==> src/rtl/pidd_pkg.sv <==
// Shared types and constants for the three-wheel incremental PID drive.
// Used by pidd_lane, pidd_merge and three_wheel_incremental_pid_drive_unit.
`timescale 1ns / 1ps
`default_nettype none

package pidd_pkg;

  localparam int FIELD_WHEELS = 3;

  localparam int CNT_W  = 16;  // encoder count, target
  localparam int GAIN_W = 16;  // unsigned Q4.F gain
  localparam int CMP_W  = 15;  // PWM compare value
  localparam int LIM_W  = 16;  // signed low limit
  localparam int CFG_W  = 16;  // widest register
  localparam int IDX_W  = 3;

  localparam int ERR_W  = CNT_W + 1;       // e = target - count
  localparam int DP_W   = ERR_W + 1;       // e - e1
  localparam int DD_W   = ERR_W + 2;       // e - 2*e1 + e2
  localparam int PROD_W = GAIN_W + DD_W + 1;
  localparam int INC_W  = PROD_W + 2;
  localparam int ACC_W  = 40;
  localparam int SUM_W  = INC_W + 3;       // acc + inc, never wraps
  localparam int DRV_W  = CNT_W + 1;       // integer drive after truncation

  localparam logic [CMP_W-1:0] CMP_MAX = {CMP_W{1'b1}};

  localparam logic [GAIN_W-1:0]        KP_RESET  = 16'd2048;
  localparam logic [GAIN_W-1:0]        KI_RESET  = 16'd410;
  localparam logic [GAIN_W-1:0]        KD_RESET  = 16'd0;
  localparam logic [CMP_W-1:0]         LIM_HI_RESET = 15'd1000;
  localparam logic signed [LIM_W-1:0]  LIM_LO_RESET = -16'sd1000;

  typedef enum logic [IDX_W-1:0] {
    REG_KP        = 3'd0,
    REG_KI        = 3'd1,
    REG_KD        = 3'd2,
    REG_TGT_FRONT = 3'd3,
    REG_TGT_RIGHT = 3'd4,
    REG_TGT_LEFT  = 3'd5,
    REG_LIM_HIGH  = 3'd6,
    REG_LIM_LOW   = 3'd7
  } pidd_reg_t;

  typedef struct packed {
    logic signed [CNT_W-1:0] count_front;
    logic signed [CNT_W-1:0] count_right;
    logic signed [CNT_W-1:0] count_left;
  } pidd_in_t;

  typedef struct packed {
    logic [CMP_W-1:0] front_forward_compare;
    logic [CMP_W-1:0] front_reverse_compare;
    logic [CMP_W-1:0] right_forward_compare;
    logic [CMP_W-1:0] right_reverse_compare;
    logic [CMP_W-1:0] left_forward_compare;
    logic [CMP_W-1:0] left_reverse_compare;
  } pidd_out_t;

  typedef struct packed {
    logic [GAIN_W-1:0]       kp;
    logic [GAIN_W-1:0]       ki;
    logic [GAIN_W-1:0]       kd;
    logic [CMP_W-1:0]        lim_hi;
    logic signed [LIM_W-1:0] lim_lo;
  } pidd_cfg_t;

  // stage load strobes, one per lane pipeline stage
  typedef struct packed {
    logic s1;
    logic s2;
    logic s3;
    logic s4;
  } pidd_adv_t;

endpackage

`default_nettype wire

==> src/rtl/pidd_merge.sv <==
// Output stage: turns each lane's accumulator into an H-bridge compare pair
// and holds the result beat. Depends on pidd_pkg.
`timescale 1ns / 1ps
`default_nettype none

module pidd_merge #(
  parameter int FRAC = 12
) (
  input  logic                               clk,
  input  logic                               rst,
  input  logic                               load,
  input  logic                               take,
  input  pidd_pkg::pidd_cfg_t                cfg,
  input  logic signed [pidd_pkg::ACC_W-1:0]  acc [pidd_pkg::FIELD_WHEELS],
  output logic                               valid,
  output pidd_pkg::pidd_out_t                data
);

  localparam int WHEELS = pidd_pkg::FIELD_WHEELS;
  localparam int ACC_W  = pidd_pkg::ACC_W;
  localparam int DRV_W  = pidd_pkg::DRV_W;
  localparam int CMP_W  = pidd_pkg::CMP_W;

  logic signed [DRV_W-1:0] hi, lo;
  logic signed [DRV_W-1:0] whole [WHEELS];
  logic signed [DRV_W-1:0] drv   [WHEELS];
  logic signed [DRV_W-1:0] mag   [WHEELS];
  logic [CMP_W-1:0]        fwd   [WHEELS];
  logic [CMP_W-1:0]        rev   [WHEELS];

  assign hi = $signed({2'b00, cfg.lim_hi});
  assign lo = DRV_W'(cfg.lim_lo);

  always_comb begin
    for (int w = 0; w < WHEELS; w++) begin
      // truncate toward zero: floor, plus one for negative with a fraction
      whole[w] = DRV_W'(acc[w] >>> FRAC)
               + DRV_W'(acc[w][ACC_W-1] && (acc[w][FRAC-1:0] != '0));
      if (whole[w] > hi) begin
        drv[w] = hi;
      end else if (whole[w] < lo) begin
        drv[w] = lo;
      end else begin
        drv[w] = whole[w];
      end
      mag[w] = -drv[w];
      fwd[w] = '0;
      rev[w] = '0;
      if (drv[w] > 0) begin
        fwd[w] = drv[w][CMP_W-1:0];
      end else if (drv[w] < 0) begin
        rev[w] = (mag[w] > $signed({2'b00, pidd_pkg::CMP_MAX})) ?
                 pidd_pkg::CMP_MAX : mag[w][CMP_W-1:0];
      end
    end
  end

  always_ff @(posedge clk) begin
    if (load) begin
      data.front_forward_compare <= fwd[0];
      data.front_reverse_compare <= rev[0];
      data.right_forward_compare <= fwd[1];
      data.right_reverse_compare <= rev[1];
      data.left_forward_compare  <= fwd[2];
      data.left_reverse_compare  <= rev[2];
    end
  end

  always_ff @(posedge clk) begin
    if (rst) begin
      valid <= 1'b0;
    end else if (load) begin
      valid <= 1'b1;
    end else if (take) begin
      valid <= 1'b0;
    end
  end

endmodule

`default_nettype wire

==> config.mk <==
export PLATFORM = sky130hd
export DESIGN_NAME = pidd_merge
export DESIGN_NICKNAME = d
export VERILOG_FILES = /design/src/rtl/pidd_pkg.sv /design/src/rtl/pidd_merge.sv
export SDC_FILE = /design/constraint.sdc
export NUM_CORES = 1
export LEC_CHECK = 0
export ABC_CLOCK_PERIOD_IN_PS = 23600
export BUFFER_PORTS_ARGS = -buffer_cell sky130_fd_sc_hd__buf_2
export CORE_UTILIZATION = 50
export DETAILED_ROUTE_END_ITERATION = 10
export PLACE_DENSITY = 0.77
export SLEW_MARGIN = 20
export SYNTH_ARGS = -nofsm -noshare
export SYNTH_HDL_FRONTEND = slang
export SYNTH_SLANG_ARGS = --single-unit
==> constraint.sdc <==
create_clock -name clk -period 23.6 [get_ports clk]
set_input_delay 4.72 -clock clk [delete_from_list [all_inputs] [get_ports clk]]
set_output_delay 4.72 -clock clk [all_outputs]
set_load 0.01 [all_outputs]
==> results.toml <==
[clocking]
clk_latency_ns = 0.35
cts_resized = 0
root_buffer = "clkbuf_16"
cts_htree_levels = 3
cts_inserted_buffers = 9
cts_tree = "built"
postCtsHoldBufs = 0
cts_setup_buffers = 0
clkSinkCount = 91
clk_pin_slew_ns = 0.07
clockBufferDepth = 2

[grt]
grt_max_degree = 92
grt_pass1_wl_mm = 43.33
grt_overflow_total = 0
track_usage_pct = 30.63
grt_pass1_vias = 8263
antenna_found_initial = 0

[worst_hold_path]
worst_hold_path_type = "flip-flop to flip-flop"

[pwr]
switching_share_pct = 36.80
power_frac_comb_pct = 38.3
p_clk_share_pct = 25.3
ir_drop_uv = 43.82
seqPwrFrac_pct = 36.4
leakagePower_nw = 4.732
internal-power_w = 0.0003680
p_switching_w = 0.0002143
powerDensity_nw_per_um2 = 54.48
total_power_w = 0.0005822

[logic_synthesis]
synth_top_area_share_pct = 29.58
synthAdderAreaFrac_pct = 14.65
synth_area_leaders = "edfxtp_1 (30%), ha_1 (15%), nor2_1 (5.0%)"
ys_async_sr_fraction_pct = 0
synthMuxAreaShare_pct = 5.971
synth_seq_cells = 91
synth_area_sq_um = 9136
synthSimpleGateAreaFrac_pct = 19.94
synth_edf_count = 90
yosys_warnings = 0
synthCells = 1043
synth_top_family_by_area = "simple AND/OR/NAND/NOR gates"
synth_xor_area_share_pct = 8.326
avgSynthCellArea_sq_um = 8.760
synthesis.nets = 1353
synth.distinct_cells = 77
yosys.area.top_type = "edfxtp_1"
ys.flop_type = "edfxtp_1"
synth-compound-area-share_pct = 17.08
seq_area_frac_synth_pct = 29.80

[worst_setup_path]
arrival_ns = 11.45
worst_path_most_repeated_cell = "ha_1"
slowest_delay_ns = 0.48
worstSetupPathType = "primary input to flip-flop"
cp_data_required_time_ns = 23.68
start_kind = "primary input"
slowest_stage = "or3_1"
end_kind = "flip-flop"
r2r_setup_slack_ns = 23.02
cp_max_fo = 35

[final_layout]
drive_above_1_share_pct = 22.94
area_growth_pct = 16.97
final_common_cell = "buf_2"
stdcell_area_sq_um = 10690
n_fill_cell = 1571
fin_nets = 1552
layout_common_cells = "buf_2 (214), nor2_1 (122), ha_1 (107)"
fin_cells = 1477

[timing]
hold_viol = 0
fmax_ghz = 0.08795
finClkSkew_ns = 0
worst_slew_pin_slew_ns = 1.044
layout_min_cycle_time_ns = 11.37
max_slew_margin_pct = 30.37
maxSlewViolCount = 0
period_share_pct = 48.18
setup_tns_ns = 0
rsz0062_at_grt = "false"
setup_viol_count_final = 0

[placed_design]
numPortBuffers = 215
placed_area_sq_um = 10380
place.gp.congestion = 0.9975
placed_cells = 1460
hpwl_mm = 22.47

[routing]
firstDrtPassIters = 6
wl_mm = 28.75
vias = 8911
ant_nets = 0
routedWlPerCell_um = 19.47
drc_errors = 0
via_per_inst = 6.033
drtIter0Drc = 882

[die]
fp.dieH_um = 137.2
rows = 49
die_area_sq_um = 18820
start_util_pct = 50.86
die_w_um = 137.2
core_sq_um = 17960
io_pins = 294

[job]
maxCapViolCount = 0

[outcome]
status = "finished clean"
-- area by class of cell --
cell class	count	area, sq um	share of cell area [%]
multi-input cells	863	6047	56.59
flip-flops and latches	91	2723	25.48
repair buffers	220	1120	10.48
well taps	229	286.5	2.681
clock buffers	10	239.0	2.236
inverters	57	214.0	2.002
clock inverters	6	55.05	0.5152
diodes	1	2.502	0.02342
-- state kept, by name (all words and copies together) (netlist names) --
name and flops:
valid 1, data 90
-- metrics by stage --
stage / setup slack (ns) / util [%] / hold slack, ns
after floorplan: 12.95 / - / 0.5205
after global placement: 12.06 / 57.80 / 0.4635
after detailed placement: 11.98 / 57.80 / 0.4710
after CTS: 12.33 / 59.43 / 0.4872
after global routing: 11.80 / 59.48 / 0.5616
final: 12.23 / 59.49 / 0.4875
-- path summary, 6_finish.rpt --
path | startpoint | end | cells after the start
worst max-delay path | acc[7] | data[14] | 30
worst min-delay path | valid | valid | 2
worst max register to register | valid | valid | 2
worst min register to register | valid | valid | 2
-- power groups by stage --
stage / Combinational [W] / Clock (W) / Sequential (W)
2_1_floorplan: 0.000130 / 0 / 0.000228
3_3_place_gp: 0.000214 / 0 / 0.000216
3_5_place_dp: 0.000218 / 0 / 0.000216
4_1_cts: 0.000219 / 0.000147 / 0.000212
5_1_grt: 0.000245 / 0.000152 / 0.000214
6_report: 0.000223 / 0.000147 / 0.000212
-- critical path, delay by kind of cell --
family,cells,cell delay [ns]
compound gates,9,2.14
xor+xnor,1,0.45
fa+ha+maj,5,1.49
buf+inv,3,0.42
mux,1,0.21
simple gates,11,2.02
-- synthesized netlist by cell type (all sizes together), types with 8 or more instances --
library cell / number
nor2: 126
ha: 107
a21oi: 96
edfxtp: 90
nand2: 84
inv: 57
o21ai: 56
xnor2: 48
xor2: 38
mux2i: 36
nand3: 36
nand4: 26
nor3: 25
buf: 22
a21o: 20
and2: 15
mux2: 14
nor4: 14
a31oi: 13
a211oi: 12
clkbuf: 10
and3: 9
and4: 9
o211ai: 8
-- kinds of logic after synthesis --
group / count (synthesis)
buf+inv: 89
simple gates: 375
flops: 91
fa+ha+maj: 107
xor+xnor: 86
mux: 50
compound gates: 245
-- routing by layer --
metal | part of all wire (%) | global-route usage [%]
met5 | 0 | 0
met4 | 4.6 | 15.38
met3 | 9.7 | 6.255
met2 | 44 | 48.29
met1 | 42 | 39.73
(Power assumes the default switching activity.)
