$ cat config.mk
export PLATFORM = sky130hd
export DESIGN_NAME = pidd_lane
export DESIGN_NICKNAME = d
export VERILOG_FILES = /design/src/rtl/pidd_pkg.sv /design/src/rtl/pidd_lane.sv
export SDC_FILE = /design/constraint.sdc
export NUM_CORES = 2
export LEC_CHECK = 0
export BUFFER_PORTS_ARGS = -buffer_cell sky130_fd_sc_hd__buf_2
export CORE_MARGIN = 4
export CORE_UTILIZATION = 50
export DETAILED_ROUTE_END_ITERATION = 7
export PLACE_DENSITY = 0.7
export SLEW_MARGIN = 0
export SYNTH_ARGS = -nofsm -noshare
export SYNTH_HDL_FRONTEND = slang
export SYNTH_SLANG_ARGS = --single-unit
$ cat constraint.sdc
create_clock -name clk -period 18.14 [get_ports clk]
set_input_delay 2.721 -clock clk [delete_from_list [all_inputs] [get_ports clk]]
set_output_delay 2.721 -clock clk [all_outputs]
set_load 0.02 [all_outputs]
$ cat src/rtl/pidd_pkg.sv
// Shared types and constants for the three-wheel incremental PID drive.
// Used by pidd_lane, pidd_merge and three_wheel_incremental_pid_drive_unit.
`timescale 1ns / 1ps
`default_nettype none

package pidd_pkg;

  localparam int FIELD_WHEELS = 3;

  localparam int CNT_W  = 16;  // encoder count, target
  localparam int GAIN_W = 16;  // unsigned Q4.F gain
  localparam int CMP_W  = 15;  // PWM compare value
  localparam int LIM_W  = 16;  // signed low limit
  localparam int CFG_W  = 16;  // widest register
  localparam int IDX_W  = 3;

  localparam int ERR_W  = CNT_W + 1;       // e = target - count
  localparam int DP_W   = ERR_W + 1;       // e - e1
  localparam int DD_W   = ERR_W + 2;       // e - 2*e1 + e2
  localparam int PROD_W = GAIN_W + DD_W + 1;
  localparam int INC_W  = PROD_W + 2;
  localparam int ACC_W  = 40;
  localparam int SUM_W  = INC_W + 3;       // acc + inc, never wraps
  localparam int DRV_W  = CNT_W + 1;       // integer drive after truncation

  localparam logic [CMP_W-1:0] CMP_MAX = {CMP_W{1'b1}};

  localparam logic [GAIN_W-1:0]        KP_RESET  = 16'd2048;
  localparam logic [GAIN_W-1:0]        KI_RESET  = 16'd410;
  localparam logic [GAIN_W-1:0]        KD_RESET  = 16'd0;
  localparam logic [CMP_W-1:0]         LIM_HI_RESET = 15'd1000;
  localparam logic signed [LIM_W-1:0]  LIM_LO_RESET = -16'sd1000;

  typedef enum logic [IDX_W-1:0] {
    REG_KP        = 3'd0,
    REG_KI        = 3'd1,
    REG_KD        = 3'd2,
    REG_TGT_FRONT = 3'd3,
    REG_TGT_RIGHT = 3'd4,
    REG_TGT_LEFT  = 3'd5,
    REG_LIM_HIGH  = 3'd6,
    REG_LIM_LOW   = 3'd7
  } pidd_reg_t;

  typedef struct packed {
    logic signed [CNT_W-1:0] count_front;
    logic signed [CNT_W-1:0] count_right;
    logic signed [CNT_W-1:0] count_left;
  } pidd_in_t;

  typedef struct packed {
    logic [CMP_W-1:0] front_forward_compare;
    logic [CMP_W-1:0] front_reverse_compare;
    logic [CMP_W-1:0] right_forward_compare;
    logic [CMP_W-1:0] right_reverse_compare;
    logic [CMP_W-1:0] left_forward_compare;
    logic [CMP_W-1:0] left_reverse_compare;
  } pidd_out_t;

  typedef struct packed {
    logic [GAIN_W-1:0]       kp;
    logic [GAIN_W-1:0]       ki;
    logic [GAIN_W-1:0]       kd;
    logic [CMP_W-1:0]        lim_hi;
    logic signed [LIM_W-1:0] lim_lo;
  } pidd_cfg_t;

  // stage load strobes, one per lane pipeline stage
  typedef struct packed {
    logic s1;
    logic s2;
    logic s3;
    logic s4;
  } pidd_adv_t;

endpackage

`default_nettype wire

$ cat src/rtl/pidd_lane.sv
// One wheel's PID datapath: error history, gain products, accumulator update.
// Depends on pidd_pkg; stage strobes come from the top level.
`timescale 1ns / 1ps
`default_nettype none

module pidd_lane #(
  parameter int FRAC = 12
) (
  input  logic                                clk,
  input  logic                                rst,
  input  pidd_pkg::pidd_adv_t                 adv,
  input  pidd_pkg::pidd_cfg_t                 cfg,
  input  logic signed [pidd_pkg::CNT_W-1:0]   target,
  input  logic signed [pidd_pkg::CNT_W-1:0]   count,
  output logic signed [pidd_pkg::ACC_W-1:0]   acc
);

  localparam int ERR_W  = pidd_pkg::ERR_W;
  localparam int DP_W   = pidd_pkg::DP_W;
  localparam int DD_W   = pidd_pkg::DD_W;
  localparam int PROD_W = pidd_pkg::PROD_W;
  localparam int INC_W  = pidd_pkg::INC_W;
  localparam int SUM_W  = pidd_pkg::SUM_W;
  localparam int ACC_W  = pidd_pkg::ACC_W;

  logic signed [ERR_W-1:0]  last_err, prev_err;
  logic signed [ERR_W-1:0]  err;
  logic signed [DP_W-1:0]   dp;
  logic signed [DD_W-1:0]   dd;

  logic signed [ERR_W-1:0]  s1_e;
  logic signed [DP_W-1:0]   s1_dp;
  logic signed [DD_W-1:0]   s1_dd;
  logic signed [PROD_W-1:0] s2_p, s2_i, s2_d;
  logic signed [INC_W-1:0]  s3_inc;

  logic signed [SUM_W-1:0]  sum, hi, lo, acc_next;

  // stage 1: error and its differences
  assign err = ERR_W'(target) - ERR_W'(count);
  assign dp  = DP_W'(err) - DP_W'(last_err);
  assign dd  = DD_W'(err) - (DD_W'(last_err) <<< 1) + DD_W'(prev_err);

  always_ff @(posedge clk) begin
    if (rst) begin
      last_err <= '0;
      prev_err <= '0;
    end else if (adv.s1) begin
      prev_err <= last_err;
      last_err <= err;
    end
  end

  always_ff @(posedge clk) begin
    if (adv.s1) begin
      s1_e  <= err;
      s1_dp <= dp;
      s1_dd <= dd;
    end
  end

  // stage 2: three gain products side by side
  always_ff @(posedge clk) begin
    if (adv.s2) begin
      s2_p <= PROD_W'($signed({1'b0, cfg.kp})) * PROD_W'(s1_dp);
      s2_i <= PROD_W'($signed({1'b0, cfg.ki})) * PROD_W'(s1_e);
      s2_d <= PROD_W'($signed({1'b0, cfg.kd})) * PROD_W'(s1_dd);
    end
  end

  // stage 3: increment
  always_ff @(posedge clk) begin
    if (adv.s3) begin
      s3_inc <= INC_W'(s2_p) + INC_W'(s2_i) + INC_W'(s2_d);
    end
  end

  // stage 4: accumulate and clamp, high limit checked first
  assign sum = SUM_W'(acc) + SUM_W'(s3_inc);
  assign hi  = SUM_W'($signed({1'b0, cfg.lim_hi})) <<< FRAC;
  assign lo  = SUM_W'(cfg.lim_lo) <<< FRAC;

  always_comb begin
    if (sum > hi) begin
      acc_next = hi;
    end else if (sum < lo) begin
      acc_next = lo;
    end else begin
      acc_next = sum;
    end
  end

  // the accumulator doubles as the stage 4 payload
  always_ff @(posedge clk) begin
    if (rst) begin
      acc <= '0;
    end else if (adv.s4) begin
      acc <= ACC_W'(acc_next);
    end
  end

endmodule

`default_nettype wire

==> metrics.txt <==
top-level port count=157; final weighted congestion of routability-driven global placement=0.895; Die Area=104000 um2; count of cell types in the netlist=81; vias after detailed routing=36200; number of enable-type register cells in the synthesized netlist=196; final-report hold violation count=0; max-cap check violation count=0; area taken by flip-flops and latches=7370 um2; setup TNS after final layout=0 ns; flip-flop cell with the highest count after synthesis=sky130_fd_sc_hd__edfxtp_1; number of antenna repair diodes=0; hold-fix buffer count after cts=0; Starting DRT DRC Count=2339; top cells by instance count after synthesis=sky130_fd_sc_hd__inv_1 (1220), sky130_fd_sc_hd__fa_1 (866), sky130_fd_sc_hd__nand2_1 (567); drt via density=5.41; largest area contributor in the synthesized netlist=sky130_fd_sc_hd__fa_1; pin slew with the least headroom to its limit=1.13 ns; number of buffers on the longest clock path=3; RSZ-0062 raised after global routing=no; post-synthesis sequential area ratio=0.149; Port-buffer cells=156; clock tree from TritonCTS=built; sinks on the clock net=270; CTS H-tree lvls=2; CP Data Required Time=18.41 ns; Metal-1 WL=52000 um; final routed wirelength across all metal layers=122000 um; maximum number of pins on one net before global-route repair=77; per-instance average area after synthesis=9.25 um2; share of flip-flops with an asynchronous set or reset=0; HPWL reported at the end of detailed placement=99000 um; synthesis-stage register bit count=270; dominant cells by area after synthesis=sky130_fd_sc_hd__fa_1 (35%), sky130_fd_sc_hd__ha_1 (12%), sky130_fd_sc_hd__edfxtp_1 (12%); share of cells above drive strength 1=0.0470; total DRC errors in the routed layout=0; Final setup viols=0; synthesized net count=6806; setup clock skew after layout=0.0296 ns; max-slew violation count=0; Clock Pin Slew Worst Setup and Hold Paths=0.06 ns; number of global-route vias before repair=37400; antenna violations before repair=0; count of mapped cells out of synthesis=5346; outcome=finished clean; Net count, final=6837; Cell Rows=115; wire length of the first global-routing pass=199000 um; critical path fanouts, max=18; core area=98300 um2; first drt pass iteration count=8; sum of overflow across all layers after global routing=0; area overhead of the layout relative to synthesis=5.97%; Yosys Warn Count=0; number of buffers created by CTS=35; Crit path arrival time=9.20 ns; Final min period=8.93 ns; Overall Global Routing Usage=0.241; relative slew slack=0.244; Clk Tree Root Cell=sky130_fd_sc_hd__clkbuf_16; wire length on met2=59400 um; Crit Path Class=in2reg; average wire per standard cell=18.3 um; post-synth top area share=0.351; top layer used by detailed routing=met4; width of the die=322 um; count leader, synth=sky130_fd_sc_hd__inv_1; Detail Route met3 WL=7360 um; floorplan die height=322 um; post-synthesis cell area=49400 um2; kind of capture point of the worst setup path=flip-flop; DRT antenna net count=0; Worst setup SP type=input pin; footprint of the multi-input gates=36800 um2; Worst Hold Class=reg2reg; initial core utilization=0.503; number of gates given a new drive strength after cts=0; number of fillers in the final layout=8869; share of the clock period used by the worst path=0.493; clock latency on the worst-skew pair=0.55 ns; highest attainable clock frequency=112 MHz; Post-CTS Repair Setup Buffers=0
-- cell type report --
| cell class | instances | area share |
|---|---|---|
| Clock buffer | 47 | 0.0191 |
| Clock inverter | 14 | 0.00234 |
| Inverter | 1220 | 0.0874 |
| Multi-Input combinational cell | 3679 | 0.703 |
| Sequential cell | 270 | 0.141 |
| Tap cell | 1287 | 0.0307 |
| Timing Repair Buffer | 171 | 0.0171 |
-- registers in the layout, indices dropped and copies added, names as in the netlist --
signal and flops:
acc 40, s3_inc 37, s2_d 36, s2_p 35, s2_i 34, s1_dd 19
s1_dp 18, last_err 17, prev_err 17, s1_e 17
-- worst paths after layout --
kind	from	to	depth (start not counted)	slack [ns]
setup / recovery	cfg[65]	s2_p[33]	22	9.21
hold / removal	last_err[15]	prev_err[15]	2	0.49
setup reg to reg	s1_dp[8]	s2_p[33]	22	10.79
hold reg to reg	last_err[15]	prev_err[15]	2	0.49
-- through the flow --
step           hold slack, ns  setup slack (ns)  std cells  cell area, um2   util
3_5_place_dp            0.487              8.75       6627           51300  0.522
2_1_floorplan           0.464              9.26       5346           49400      -
4_1_cts                 0.492              9.30       6688           52400  0.533
5_1_grt                 0.534              8.87       6688           52400  0.533
3_3_place_gp            0.482              8.91       6627           51300  0.522
6_report                0.490              9.21       6688           52400  0.533
-- routing by layer --
metal,track usage,up-vias
met4,0.0655,0
li1,-,16700
met5,0,-
met1,0.332,18100
met3,0.0216,197
met2,0.413,1223
-- cells in the final DEF (no fill, tap or decap), types with 38 or more instances in the layout --
cell                        synthesis  layout
sky130_fd_sc_hd__nand2_1          567     567
sky130_fd_sc_hd__mux2i_1           38      38
sky130_fd_sc_hd__nor3_1            52      51
sky130_fd_sc_hd__and2_1           412     412
sky130_fd_sc_hd__a21o_1            69      69
sky130_fd_sc_hd__a21oi_1          180     180
sky130_fd_sc_hd__clkbuf_16          0      38
sky130_fd_sc_hd__fa_1             866     866
sky130_fd_sc_hd__ha_1             477     477
sky130_fd_sc_hd__xnor2_1          142     142
sky130_fd_sc_hd__nand3_1           50      50
sky130_fd_sc_hd__inv_1           1220    1220
sky130_fd_sc_hd__nor2b_1           43      43
sky130_fd_sc_hd__dfxtp_1           74      74
sky130_fd_sc_hd__xor2_1            43      43
sky130_fd_sc_hd__edfxtp_1         196     196
sky130_fd_sc_hd__o21ai_0          101     101
sky130_fd_sc_hd__buf_2              8     154
sky130_fd_sc_hd__nor2_1           205     205
-- cells by family (layout without fill, tap and decap cells) --
group,Yosys count,count (layout),share of synthesized area
buf+inv,1397,1452,0.106
fa+ha+maj,1343,1343,0.471
xor+xnor,185,185,0.0328
mux,39,39,0.00792
compound gates,605,605,0.0814
flops,270,270,0.149
simple gates,1507,1507,0.151
-- critical path, cell delays in order --
cell and delay [ns]:
sky130_fd_sc_hd__buf_2 0.34, sky130_fd_sc_hd__nand2_1 0.14, sky130_fd_sc_hd__fa_1 0.52, sky130_fd_sc_hd__fa_1 0.53, sky130_fd_sc_hd__fa_1 0.53, sky130_fd_sc_hd__inv_1 0.06
sky130_fd_sc_hd__fa_1 0.49, sky130_fd_sc_hd__fa_1 0.51, sky130_fd_sc_hd__inv_1 0.05, sky130_fd_sc_hd__fa_1 0.48, sky130_fd_sc_hd__inv_1 0.04, sky130_fd_sc_hd__ha_1 0.32
sky130_fd_sc_hd__a21oi_1 0.19, sky130_fd_sc_hd__nand2_1 0.09, sky130_fd_sc_hd__a211o_1 0.27, sky130_fd_sc_hd__a31oi_1 0.37, sky130_fd_sc_hd__o21ai_0 0.33, sky130_fd_sc_hd__a41oi_1 0.39
sky130_fd_sc_hd__a21oi_1 0.14, sky130_fd_sc_hd__a211oi_1 0.35, sky130_fd_sc_hd__a21oi_1 0.15, sky130_fd_sc_hd__xor2_1 0.17
Power is not shown: default switching activity piles up to over one toggle a cycle in this logic, so the estimate is an artifact.
